--- src/sv/x86d_pkg.sv ---
// Package of the 8086 decoder: types, codes, tables and decode functions.
`default_nettype none

package x86d_pkg;

  // Opcode classes.
  typedef enum logic [3:0] {
    K_UNK,
    K_JMP,
    K_MOVRM,
    K_SEG,
    K_MOVIRM,
    K_MOVIREG,
    K_MOVACC,
    K_GRP1,
    K_ARITH_RM,
    K_ARITH_ACC
  } kind_e;

  // Mnemonic codes.
  localparam logic [4:0] MN_MOV    = 5'd0;
  localparam logic [4:0] MN_ADD    = 5'd3;
  localparam logic [4:0] MN_SUB    = 5'd4;
  localparam logic [4:0] MN_CMP    = 5'd5;
  localparam logic [4:0] MN_JNZ    = 5'd6;
  localparam logic [4:0] MN_LOOPNZ = 5'd26;

  // Operand form codes.
  localparam logic [3:0] FORM_REG_REG    = 4'd0;
  localparam logic [3:0] FORM_REG_TO_MEM = 4'd1;
  localparam logic [3:0] FORM_MEM_TO_REG = 4'd2;
  localparam logic [3:0] FORM_IMM_TO_REG = 4'd3;
  localparam logic [3:0] FORM_IMM_TO_MEM = 4'd4;
  localparam logic [3:0] FORM_IMM_TO_ACC = 4'd5;
  localparam logic [3:0] FORM_MEM_TO_ACC = 4'd6;
  localparam logic [3:0] FORM_ACC_TO_MEM = 4'd7;
  localparam logic [3:0] FORM_JUMP       = 4'd8;
  localparam logic [3:0] FORM_UNKNOWN    = 4'd9;

  // Mnemonic of the short conditional jumps 70..7F, by low opcode nibble.
  localparam logic [4:0] JCC_MNEM [16] = '{
    5'd15, 5'd19, 5'd12, 5'd21, 5'd7, 5'd6, 5'd13, 5'd22,
    5'd16, 5'd20, 5'd14, 5'd18, 5'd8, 5'd11, 5'd9, 5'd10
  };

  // One decoded instruction.
  typedef struct packed {
    logic [4:0]  mnemonic;
    logic [3:0]  form;
    logic        wide;
    logic [2:0]  reg_code;
    logic [2:0]  rm_code;
    logic [1:0]  mode_code;
    logic        direct_address;
    logic [15:0] displacement;
    logic [15:0] immediate;
    logic [2:0]  length;
    logic        unsupported;
  } rec_t;

  // True when bits 5:3 select add, sub or cmp.
  function automatic logic arith_ok(input logic [7:0] v);
    return (v[5:3] == 3'd0) || (v[5:3] == 3'd5) || (v[5:3] == 3'd7);
  endfunction

  function automatic logic [4:0] arith_mnem(input logic [7:0] v);
    logic [4:0] mn;
    case (v[5:3])
      3'd0:    mn = MN_ADD;
      3'd5:    mn = MN_SUB;
      3'd7:    mn = MN_CMP;
      default: mn = MN_MOV;
    endcase
    return mn;
  endfunction

  function automatic kind_e classify(input logic [7:0] op);
    kind_e k;
    k = K_UNK;
    if (op[7:4] == 4'h7 || op[7:2] == 6'b111000) begin
      k = K_JMP;
    end else if (op[7:2] == 6'b100010) begin
      k = K_MOVRM;
    end else if (op == 8'h8C || op == 8'h8E) begin
      k = K_SEG;
    end else if (op[7:1] == 7'b1100011) begin
      k = K_MOVIRM;
    end else if (op[7:4] == 4'hB) begin
      k = K_MOVIREG;
    end else if (op[7:2] == 6'b101000) begin
      k = K_MOVACC;
    end else if (op[7:2] == 6'b100000) begin
      k = K_GRP1;
    end else if (op[7:6] == 2'b00 && arith_ok(op)) begin
      if (!op[2]) begin
        k = K_ARITH_RM;
      end else if (op[2:1] == 2'b10) begin
        k = K_ARITH_ACC;
      end
    end
    return k;
  endfunction

  function automatic logic has_modrm(input kind_e k);
    return (k == K_MOVRM) || (k == K_SEG) || (k == K_MOVIRM) ||
           (k == K_GRP1) || (k == K_ARITH_RM);
  endfunction

  // Number of displacement (or address, or offset) bytes.
  function automatic logic [1:0] disp_len(input kind_e k, input logic [7:0] m);
    logic [1:0] n;
    n = 2'd0;
    if (has_modrm(k)) begin
      case (m[7:6])
        2'd0:    n = (m[2:0] == 3'd6) ? 2'd2 : 2'd0;
        2'd1:    n = 2'd1;
        2'd2:    n = 2'd2;
        default: n = 2'd0;
      endcase
    end else if (k == K_JMP) begin
      n = 2'd1;
    end else if (k == K_MOVACC) begin
      n = 2'd2;
    end
    return n;
  endfunction

  // Number of immediate bytes.
  function automatic logic [1:0] imm_len(input kind_e k, input logic [7:0] op);
    logic [1:0] n;
    n = 2'd0;
    if (k == K_MOVIRM || k == K_ARITH_ACC) begin
      n = {1'b0, 1'b1} + {1'b0, op[0]};
    end else if (k == K_GRP1) begin
      n = (op[1:0] == 2'b01) ? 2'd2 : 2'd1;
    end else if (k == K_MOVIREG) begin
      n = {1'b0, 1'b1} + {1'b0, op[3]};
    end
    return n;
  endfunction

  function automatic logic [2:0] total_len(input kind_e k, input logic [7:0] op,
                                           input logic [7:0] m);
    return 3'd1 + {2'b00, has_modrm(k)} + {1'b0, disp_len(k, m)} +
           {1'b0, imm_len(k, op)};
  endfunction

  function automatic logic [15:0] sx8(input logic [15:0] v);
    return {{8{v[7]}}, v[7:0]};
  endfunction

  function automatic rec_t unknown_record(input logic [2:0] len);
    rec_t r;
    r = '0;
    r.form   = FORM_UNKNOWN;
    r.length = len;
    return r;
  endfunction

  // Builds the record of a complete instruction from the gathered bytes.
  function automatic rec_t build_record(input logic [7:0] op, input logic [7:0] m,
                                        input logic [15:0] disp, input logic [15:0] imm,
                                        input logic [2:0] cnt);
    rec_t  r;
    kind_e k;
    logic  mem_op;
    k      = classify(op);
    mem_op = (m[7:6] != 2'd3);
    r      = '0;
    r.wide = op[0];
    r.displacement = (disp_len(k, m) == 2'd1) ? sx8(disp) : disp;
    r.immediate    = (imm_len(k, op) == 2'd1) ? sx8(imm) : imm;
    r.length       = cnt;
    if (has_modrm(k)) begin
      r.reg_code       = m[5:3];
      r.rm_code        = m[2:0];
      r.mode_code      = m[7:6];
      r.direct_address = (m[7:6] == 2'd0) && (m[2:0] == 3'd6);
    end
    case (k)
      K_JMP: begin
        r.mnemonic = (op[7:4] == 4'h7) ? JCC_MNEM[op[3:0]] : MN_LOOPNZ - {3'b000, op[1:0]};
        r.form     = FORM_JUMP;
        r.wide     = 1'b0;
      end
      K_MOVRM, K_SEG, K_ARITH_RM: begin
        r.mnemonic = (k == K_ARITH_RM) ? arith_mnem(op) : MN_MOV;
        r.form     = !mem_op ? FORM_REG_REG : (op[1] ? FORM_MEM_TO_REG : FORM_REG_TO_MEM);
        if (k == K_SEG) begin
          r.wide        = 1'b1;
          r.unsupported = 1'b1;
        end
      end
      K_MOVIRM, K_GRP1: begin
        r.mnemonic = (k == K_GRP1) ? arith_mnem(m) : MN_MOV;
        r.form     = mem_op ? FORM_IMM_TO_MEM : FORM_IMM_TO_REG;
      end
      K_MOVIREG: begin
        r.form     = FORM_IMM_TO_REG;
        r.wide     = op[3];
        r.reg_code = op[2:0];
      end
      K_MOVACC: begin
        r.form           = op[1] ? FORM_ACC_TO_MEM : FORM_MEM_TO_ACC;
        r.direct_address = 1'b1;
      end
      default: begin
        r.mnemonic = arith_mnem(op);
        r.form     = FORM_IMM_TO_ACC;
      end
    endcase
    return r;
  endfunction

endpackage

`default_nettype wire

--- src/sv/x86d_core.sv ---
// Decode sequencer: phase and gathered bytes, builds a record on the last byte.
`default_nettype none

module x86d_core (
  input  wire logic          clk_i,
  input  wire logic          rst_ni,
  input  wire logic          accept_i,
  input  wire logic [7:0]    code_byte_i,
  output logic               res_valid_o,
  output x86d_pkg::rec_t     res_o
);
  import x86d_pkg::*;

  localparam logic [1:0] PH_IDLE  = 2'd0;
  localparam logic [1:0] PH_MODRM = 2'd1;
  localparam logic [1:0] PH_DATA  = 2'd2;

  logic [1:0]  phase_q, phase_d;
  logic [7:0]  opcode_q, opcode_d;
  logic [7:0]  modrm_q, modrm_d;
  logic [15:0] disp_q, disp_d;
  logic [15:0] imm_q, imm_d;
  logic [2:0]  count_q, count_d;

  kind_e      k_hold, k_byte;
  logic [2:0] base;
  logic [2:0] pos;
  logic [2:0] imm_pos;
  logic [1:0] dl;
  logic [15:0] lane;

  always_comb begin
    k_hold  = classify(opcode_q);
    k_byte  = classify(code_byte_i);
    base    = 3'd1 + {2'b00, has_modrm(k_hold)};
    dl      = disp_len(k_hold, modrm_q);
    pos     = count_q - base;
    imm_pos = pos - {1'b0, dl};
    lane    = {8'h00, code_byte_i};

    phase_d     = phase_q;
    opcode_d    = opcode_q;
    modrm_d     = modrm_q;
    disp_d      = disp_q;
    imm_d       = imm_q;
    count_d     = count_q;
    res_valid_o = 1'b0;
    res_o       = '0;

    if (accept_i) begin
      case (phase_q)
        PH_MODRM: begin
          modrm_d = code_byte_i;
          count_d = 3'd2;
          if (k_hold == K_GRP1 && !arith_ok(code_byte_i)) begin
            // Undefined group-1 operation: the modrm byte goes with it.
            phase_d     = PH_IDLE;
            res_valid_o = 1'b1;
            res_o       = unknown_record(3'd2);
          end else if (total_len(k_hold, opcode_q, code_byte_i) <= 3'd2) begin
            phase_d     = PH_IDLE;
            res_valid_o = 1'b1;
            res_o       = build_record(opcode_q, code_byte_i, disp_q, imm_q, 3'd2);
          end else begin
            phase_d = PH_DATA;
          end
        end
        PH_DATA: begin
          if (pos < {1'b0, dl}) begin
            disp_d = disp_q | (pos[0] ? {code_byte_i, 8'h00} : lane);
          end else begin
            imm_d = imm_q | (imm_pos[0] ? {code_byte_i, 8'h00} : lane);
          end
          count_d = count_q + 3'd1;
          if (count_d >= total_len(k_hold, opcode_q, modrm_q)) begin
            phase_d     = PH_IDLE;
            res_valid_o = 1'b1;
            res_o       = build_record(opcode_q, modrm_q, disp_d, imm_d, count_d);
          end
        end
        default: begin
          opcode_d = code_byte_i;
          modrm_d  = 8'h00;
          disp_d   = 16'h0000;
          imm_d    = 16'h0000;
          count_d  = 3'd1;
          if (k_byte == K_UNK) begin
            phase_d     = PH_IDLE;
            res_valid_o = 1'b1;
            res_o       = unknown_record(3'd1);
          end else begin
            phase_d = has_modrm(k_byte) ? PH_MODRM : PH_DATA;
          end
        end
      endcase
    end
  end

  always_ff @(posedge clk_i or negedge rst_ni) begin
    if (!rst_ni) begin
      phase_q  <= PH_IDLE;
      opcode_q <= 8'h00;
      modrm_q  <= 8'h00;
      disp_q   <= 16'h0000;
      imm_q    <= 16'h0000;
      count_q  <= 3'd0;
    end else begin
      phase_q  <= phase_d;
      opcode_q <= opcode_d;
      modrm_q  <= modrm_d;
      disp_q   <= disp_d;
      imm_q    <= imm_d;
      count_q  <= count_d;
    end
  end

endmodule

`default_nettype wire

--- src/sv/x86d_outbuf.sv ---
// Result register with a skid stage between the decoder and the output channel.
`default_nettype none

module x86d_outbuf (
  input  wire logic          clk_i,
  input  wire logic          rst_ni,
  input  wire logic          push_i,
  input  wire x86d_pkg::rec_t rec_i,
  output logic               full_o,
  output logic               out_valid_o,
  input  wire logic          out_stall_i,
  output x86d_pkg::rec_t     out_rec_o
);
  import x86d_pkg::*;

  logic out_valid_q, skid_valid_q;
  rec_t out_q, skid_q;
  logic pop;

  assign pop         = out_valid_q && !out_stall_i;
  assign full_o      = skid_valid_q;
  assign out_valid_o = out_valid_q;
  assign out_rec_o   = out_q;

  always_ff @(posedge clk_i or negedge rst_ni) begin
    if (!rst_ni) begin
      out_valid_q  <= 1'b0;
      skid_valid_q <= 1'b0;
    end else if (skid_valid_q) begin
      if (pop) begin
        skid_valid_q <= 1'b0;
      end
    end else if (push_i) begin
      if (!out_valid_q || pop) begin
        out_valid_q <= 1'b1;
      end else begin
        skid_valid_q <= 1'b1;
      end
    end else if (pop) begin
      out_valid_q <= 1'b0;
    end
  end

  always_ff @(posedge clk_i) begin
    if (skid_valid_q) begin
      if (pop) begin
        out_q <= skid_q;
      end
    end else if (push_i) begin
      if (!out_valid_q || pop) begin
        out_q <= rec_i;
      end else begin
        skid_q <= rec_i;
      end
    end
  end

endmodule

`default_nettype wire

--- src/sv/x86_16bit_instruction_decoder_top.sv ---
// Top level of the byte-serial 8086 instruction decoder.
//
// The decoder takes an 8086 code stream one byte per transfer on the input
// channel (in_valid_i, in_stall_o, code_byte_i). It keeps the decode phase,
// the opcode, the modrm byte and the displacement and immediate bytes seen
// so far. On the last byte of every instruction it produces one decoded
// record on the output channel (out_valid_o, out_stall_i and the field
// ports); all other bytes produce nothing. Unknown opcodes, and group-1
// opcodes with an undefined operation field, come out as unknown records.
//
// The record of an instruction is registered on its last byte, into the
// result register or, when the receiver stalls, the skid register. The
// decoder takes one byte per cycle unless in_stall_o is high; decode is a
// single pass of logic from the held state and the byte into a register.
//
// When the receiver stalls, the pending record holds still and a second
// record goes into a skid register; only when that skid register is
// occupied does in_stall_o rise, so bytes keep flowing in a stall until
// the skid register fills. Reset returns the decoder to waiting for an
// opcode and empties both output registers.
`default_nettype none

module x86_16bit_instruction_decoder_top (
  input  wire logic        clk_i,
  input  wire logic        rst_ni,
  input  wire logic        in_valid_i,
  output logic             in_stall_o,
  input  wire logic [7:0]  code_byte_i,
  output logic             out_valid_o,
  input  wire logic        out_stall_i,
  output logic [4:0]       mnemonic_o,
  output logic [3:0]       form_o,
  output logic             wide_o,
  output logic [2:0]       reg_code_o,
  output logic [2:0]       rm_code_o,
  output logic [1:0]       mode_code_o,
  output logic             direct_address_o,
  output logic signed [15:0] displacement_o,
  output logic signed [15:0] immediate_o,
  output logic [2:0]       length_o,
  output logic             unsupported_o
);
  import x86d_pkg::*;

  logic accept;
  logic res_valid;
  rec_t res;
  rec_t out_rec;
  logic full;

  // A byte is transferred whenever the skid register has room.
  assign in_stall_o = full;
  assign accept     = in_valid_i && !in_stall_o;

  x86d_core u_core (
    .clk_i       (clk_i),
    .rst_ni      (rst_ni),
    .accept_i    (accept),
    .code_byte_i (code_byte_i),
    .res_valid_o (res_valid),
    .res_o       (res)
  );

  x86d_outbuf u_outbuf (
    .clk_i       (clk_i),
    .rst_ni      (rst_ni),
    .push_i      (res_valid),
    .rec_i       (res),
    .full_o      (full),
    .out_valid_o (out_valid_o),
    .out_stall_i (out_stall_i),
    .out_rec_o   (out_rec)
  );

  assign mnemonic_o       = out_rec.mnemonic;
  assign form_o           = out_rec.form;
  assign wide_o           = out_rec.wide;
  assign reg_code_o       = out_rec.reg_code;
  assign rm_code_o        = out_rec.rm_code;
  assign mode_code_o      = out_rec.mode_code;
  assign direct_address_o = out_rec.direct_address;
  assign displacement_o   = $signed(out_rec.displacement);
  assign immediate_o      = $signed(out_rec.immediate);
  assign length_o         = out_rec.length;
  assign unsupported_o    = out_rec.unsupported;

endmodule

`default_nettype wire

--- config.mk ---
export PLATFORM = sky130hd
export DESIGN_NAME = x86_16bit_instruction_decoder_top
export DESIGN_NICKNAME = d
export VERILOG_FILES = /design/src/sv/x86d_pkg.sv /design/src/sv/x86d_core.sv /design/src/sv/x86d_outbuf.sv /design/src/sv/x86_16bit_instruction_decoder_top.sv
export SDC_FILE = /design/constraint.sdc
export NUM_CORES = 1
export LEC_CHECK = 0
export ABC_AREA = 1
export ABC_CLOCK_PERIOD_IN_PS = 9760
export CAP_MARGIN = 20
export CELL_PAD_IN_SITES_DETAIL_PLACEMENT = 1
export CELL_PAD_IN_SITES_GLOBAL_PLACEMENT = 1
export CORE_MARGIN = 2
export CORE_UTILIZATION = 49
export CTS_CLUSTER_DIAMETER = 50
export DETAILED_ROUTE_END_ITERATION = 7
export DONT_BUFFER_PORTS = 1
export HOLD_SLACK_MARGIN = 0.02
export PLACE_DENSITY = 0.89
export SLEW_MARGIN = 25
export SYNTH_ARGS = -nofsm -noshare
export SYNTH_HDL_FRONTEND = slang
export SYNTH_SLANG_ARGS = --single-unit
export TNS_END_PERCENT = 5
--- constraint.sdc ---
create_clock -name clk_i -period 9.76 [get_ports clk_i]
set_input_delay 0.976 -clock clk_i [delete_from_list [all_inputs] [get_ports clk_i]]
set_output_delay 0.976 -clock clk_i [all_outputs]
set_load 0.03 [all_outputs]
==> impl_metrics.py <==
metrics = {
    "logic_synthesis": {
        "synth_area_per_cell_um2": 9.01,
        "synth-seq-cells": 165,
        "synth_nets": 982,
        "syn_inst": 949,
        "yosys_warnings": 0,
        "synth_cell_types": 47,
        "syn_area_um2": 8550,
        "synth-seq-area-share": 0.547,
    },
    "placement": {
        "pre_cts_ws_ns": 3.69,
        "dpl.hpwl_um": 16600,
        "port_buffers": 0,
        "place_congestion": 0.947,
    },
    "setup_path": {
        "critical_path_required_ns": 9.83,
        "crit_slowest_cell": "buf_4",
        "ff2ff_path_depth": 28,
        "crit_start": "u_core.opcode_q[1]",
        "start_kind": "flip-flop",
        "crit_type": "reg -> reg",
        "max_stage_delay_ns": 0.61,
        "crit_path_end_kind": "flip-flop",
        "rr_endpoint": "u_outbuf.out_rec_o[17]",
        "worstPathArrival_ns": 6.24,
        "r2r_slack_ns": 3.59,
        "cp_max_fo": 42,
        "cpMostUsedCell": "nand2_1",
        "timing.rr.start": "u_core.opcode_q[1]",
    },
    "sta": {
        "fmaxAchievable_mhz": 162,
        "period_share": 0.632,
        "maxSlewViolCount": 0,
        "slew_headroom": 0.302,
        "rsz0062_at_grt": "no",
        "worstMarginPinSlew_ns": 1.04,
        "period_needed_ns": 6.17,
        "skew_ns": 0.0129,
        "setup_viol": 0,
        "hold_viol_final": 0,
        "tns_ns": 0,
        "timing.final.ws_setup_ns": 3.59,
    },
    "detailed_routing": {
        "routedWlPerCell_um": 21.7,
        "dr.pass1.iters": 5,
        "drt.antenna.violating_nets": 0,
        "vias": 7072,
        "viasPerCell": 6.05,
        "drc_errors": 0,
        "routed_wirelength_um": 25300,
        "initialDrtViolationCount": 714,
    },
    "run": {
        "cap_violations": 0,
    },
    "finish": {
        "finalNetCount": 963,
        "antenna_cells": 0,
        "drive_above_1_share": 0.0764,
        "areaGrowthSynthToFinish_pct": 8.93,
    },
    "power": {
        "cellPowerDensity_nw_per_um2": 414,
        "p_leak_uw": 0.00402,
        "ir_drop_v": 0.000204,
    },
    "grt": {
        "grt_pass1_wl_um": 39900,
        "grt_max_degree": 59,
        "track_usage": 0.285,
        "first_global_vias": 7308,
        "antenna_found_initial": 0,
        "overflow": 0,
    },
    "clock_network": {
        "cts_made_buffers": 17,
        "clk_pin_slew_ns": 0.07,
        "cts_max_level": 4,
        "root_buffer": "clkbuf_16",
        "cts_tree": "built",
        "ctsResizeCount": 0,
        "cts_sinks": 165,
        "post-cts-setup-buffers": 0,
        "clk_latency_ns": 0.44,
        "clockBufferDepth": 2,
        "postCtsHoldBufs": 0,
    },
    "worst_hold_path": {
        "hp-class": "in -> async",
    },
    "outcome": {
        "outcome": "finished, final reports clean",
    },
    "floorplan": {
        "num_rows": 48,
        "core_region_area_um2": 17200,
        "dieHeight_um": 136,
        "start_util": 0.498,
        "die_w_um": 136,
        "io-pin-count": 69,
        "dieArea_um2": 18500,
    },
}
[layout make-up]
cell class / instances / area (um2)
inverters: 122 / 458
multi-input cells: 618 / 3230
flip-flops and latches: 165 / 4680
fillers: 1987 / 7860
clock inverters: 13 / 171
clock buffers: 19 / 443
well taps: 225 / 282
repair buffers: 6 / 45.0
[registers in the layout (all words and copies together), names as in the netlist]
name,count
u_core.opcode_q,8
u_outbuf.out_valid_o,1
u_core.modrm_q,8
u_core.phase_q,2
u_core.count_q,3
u_outbuf.out_rec_o,55
u_outbuf.full_o,1
u_core.imm_q,16
u_core.disp_q,16
u_outbuf.skid_q,55
[layer usage]
layer	routed length (um)	track usage	up-vias
li1	-	-	3178
met1	11000	0.378	3584
met2	12200	0.463	271
met3	1760	0.0720	39
met4	376	0.0822	0
met5	0	0	-
[how the worst max path moves through the flow]
stage | to | slack, ns | cells past startpoint
floorplan | u_outbuf.out_rec_o[0] | 2.74 | 28
global placement | u_outbuf.out_rec_o[19] | 4.09 | 28
detailed placement | u_outbuf.out_rec_o[18] | 3.69 | 28
CTS | u_outbuf.out_rec_o[33] | 3.66 | 28
global route | u_outbuf.out_rec_o[34] | 3.14 | 28
finish | u_outbuf.out_rec_o[17] | 3.59 | 28
[logic make-up after synthesis]
family                     Yosys count  share of synthesized area
buffers and inverters              166                     0.0765
AOI/OAI and AO/OA                  207                      0.146
DFF                                165                      0.547
xor gates and xnor gates             3                    0.00307
and+or+nand+nor                    387                      0.193
adders and majority gates           21                     0.0342
[through the flow]
stage	hold WS (ns)	cell area [um2]	instances	util	power, uW
after floorplan	0.463	8550	949	-	2630
after global placement	0.473	8700	1136	0.506	3010
after detailed placement	0.481	8700	1136	0.506	3090
after CTS	0.216	9310	1168	0.542	3830
after global routing	0.209	9310	1168	0.542	4100
final	0.226	9310	1168	0.542	3850
[synth_stat cells (all sizes together)]
library cell / n / area (um2)
o22ai: 14 / 87.6
nor3: 11 / 60.1
nor4: 1 / 6.26
a211oi: 16 / 135
buf: 16 / 91.3
a31o: 1 / 8.76
nor3b: 1 / 7.51
nand3b: 2 / 15.0
a31oi: 35 / 219
o221ai: 1 / 8.76
clkinv: 1 / 3.75
nand2: 207 / 797
and3: 1 / 6.26
a21oi: 25 / 148
xor2: 2 / 17.5
dfrtp: 55 / 1380
nand3: 63 / 330
fa: 4 / 80.1
o21ai: 94 / 478
nand4: 10 / 62.6
o21bai: 1 / 7.51
or2: 1 / 6.26
ha: 17 / 213
o21a: 8 / 60.1
xnor2: 1 / 8.76
inv: 121 / 454
o31ai: 1 / 7.51
o211ai: 2 / 15.0
a221oi: 1 / 8.76
nor2: 90 / 360
o32ai: 1 / 8.76
clkbuf: 28 / 105
edfxtp: 110 / 3300
a21o: 7 / 52.6
[worst max-delay path: cells and delay by family (launching register included)]
| family | cells | cell delay (ns) |
|---|---|---|
| AOI/OAI and AO/OA | 6 | 0.85 |
| xor gates and xnor gates | 1 | 0.17 |
| adders and majority gates | 4 | 1.32 |
| buffers and inverters | 6 | 1.29 |
| DFF | 1 | 0.52 |
| and+or+nand+nor | 11 | 1.58 |
[cell usage in the layout, fill, tap and decap left out, types with 3 or more instances in the layout]
cell,n
nand2_1,203
inv_1,111
edfxtp_1,110
nor2_1,82
o21ai_0,81
nand3_1,60
dfrtp_1,54
a31oi_1,35
a21oi_1,23
ha_1,17
clkbuf_16,17
o22ai_1,14
a211oi_1,13
o21ai_1,11
inv_2,10
nand4_1,10
nor3_1,10
o21a_1,8
a21o_1,7
buf_4,6
nor2_4,4
nor2_2,4
fa_1,4
nand3_2,3
a211oi_2,3
inv_6,3
bufinv_16,3
[report_power, final]
part / internal [uW] / total (uW) / switching, uW
combinational: 445 / 1700 / 1250
clock: 414 / 713 / 299
sequential: 1060 / 1440 / 380
(Power assumes the default switching activity.)
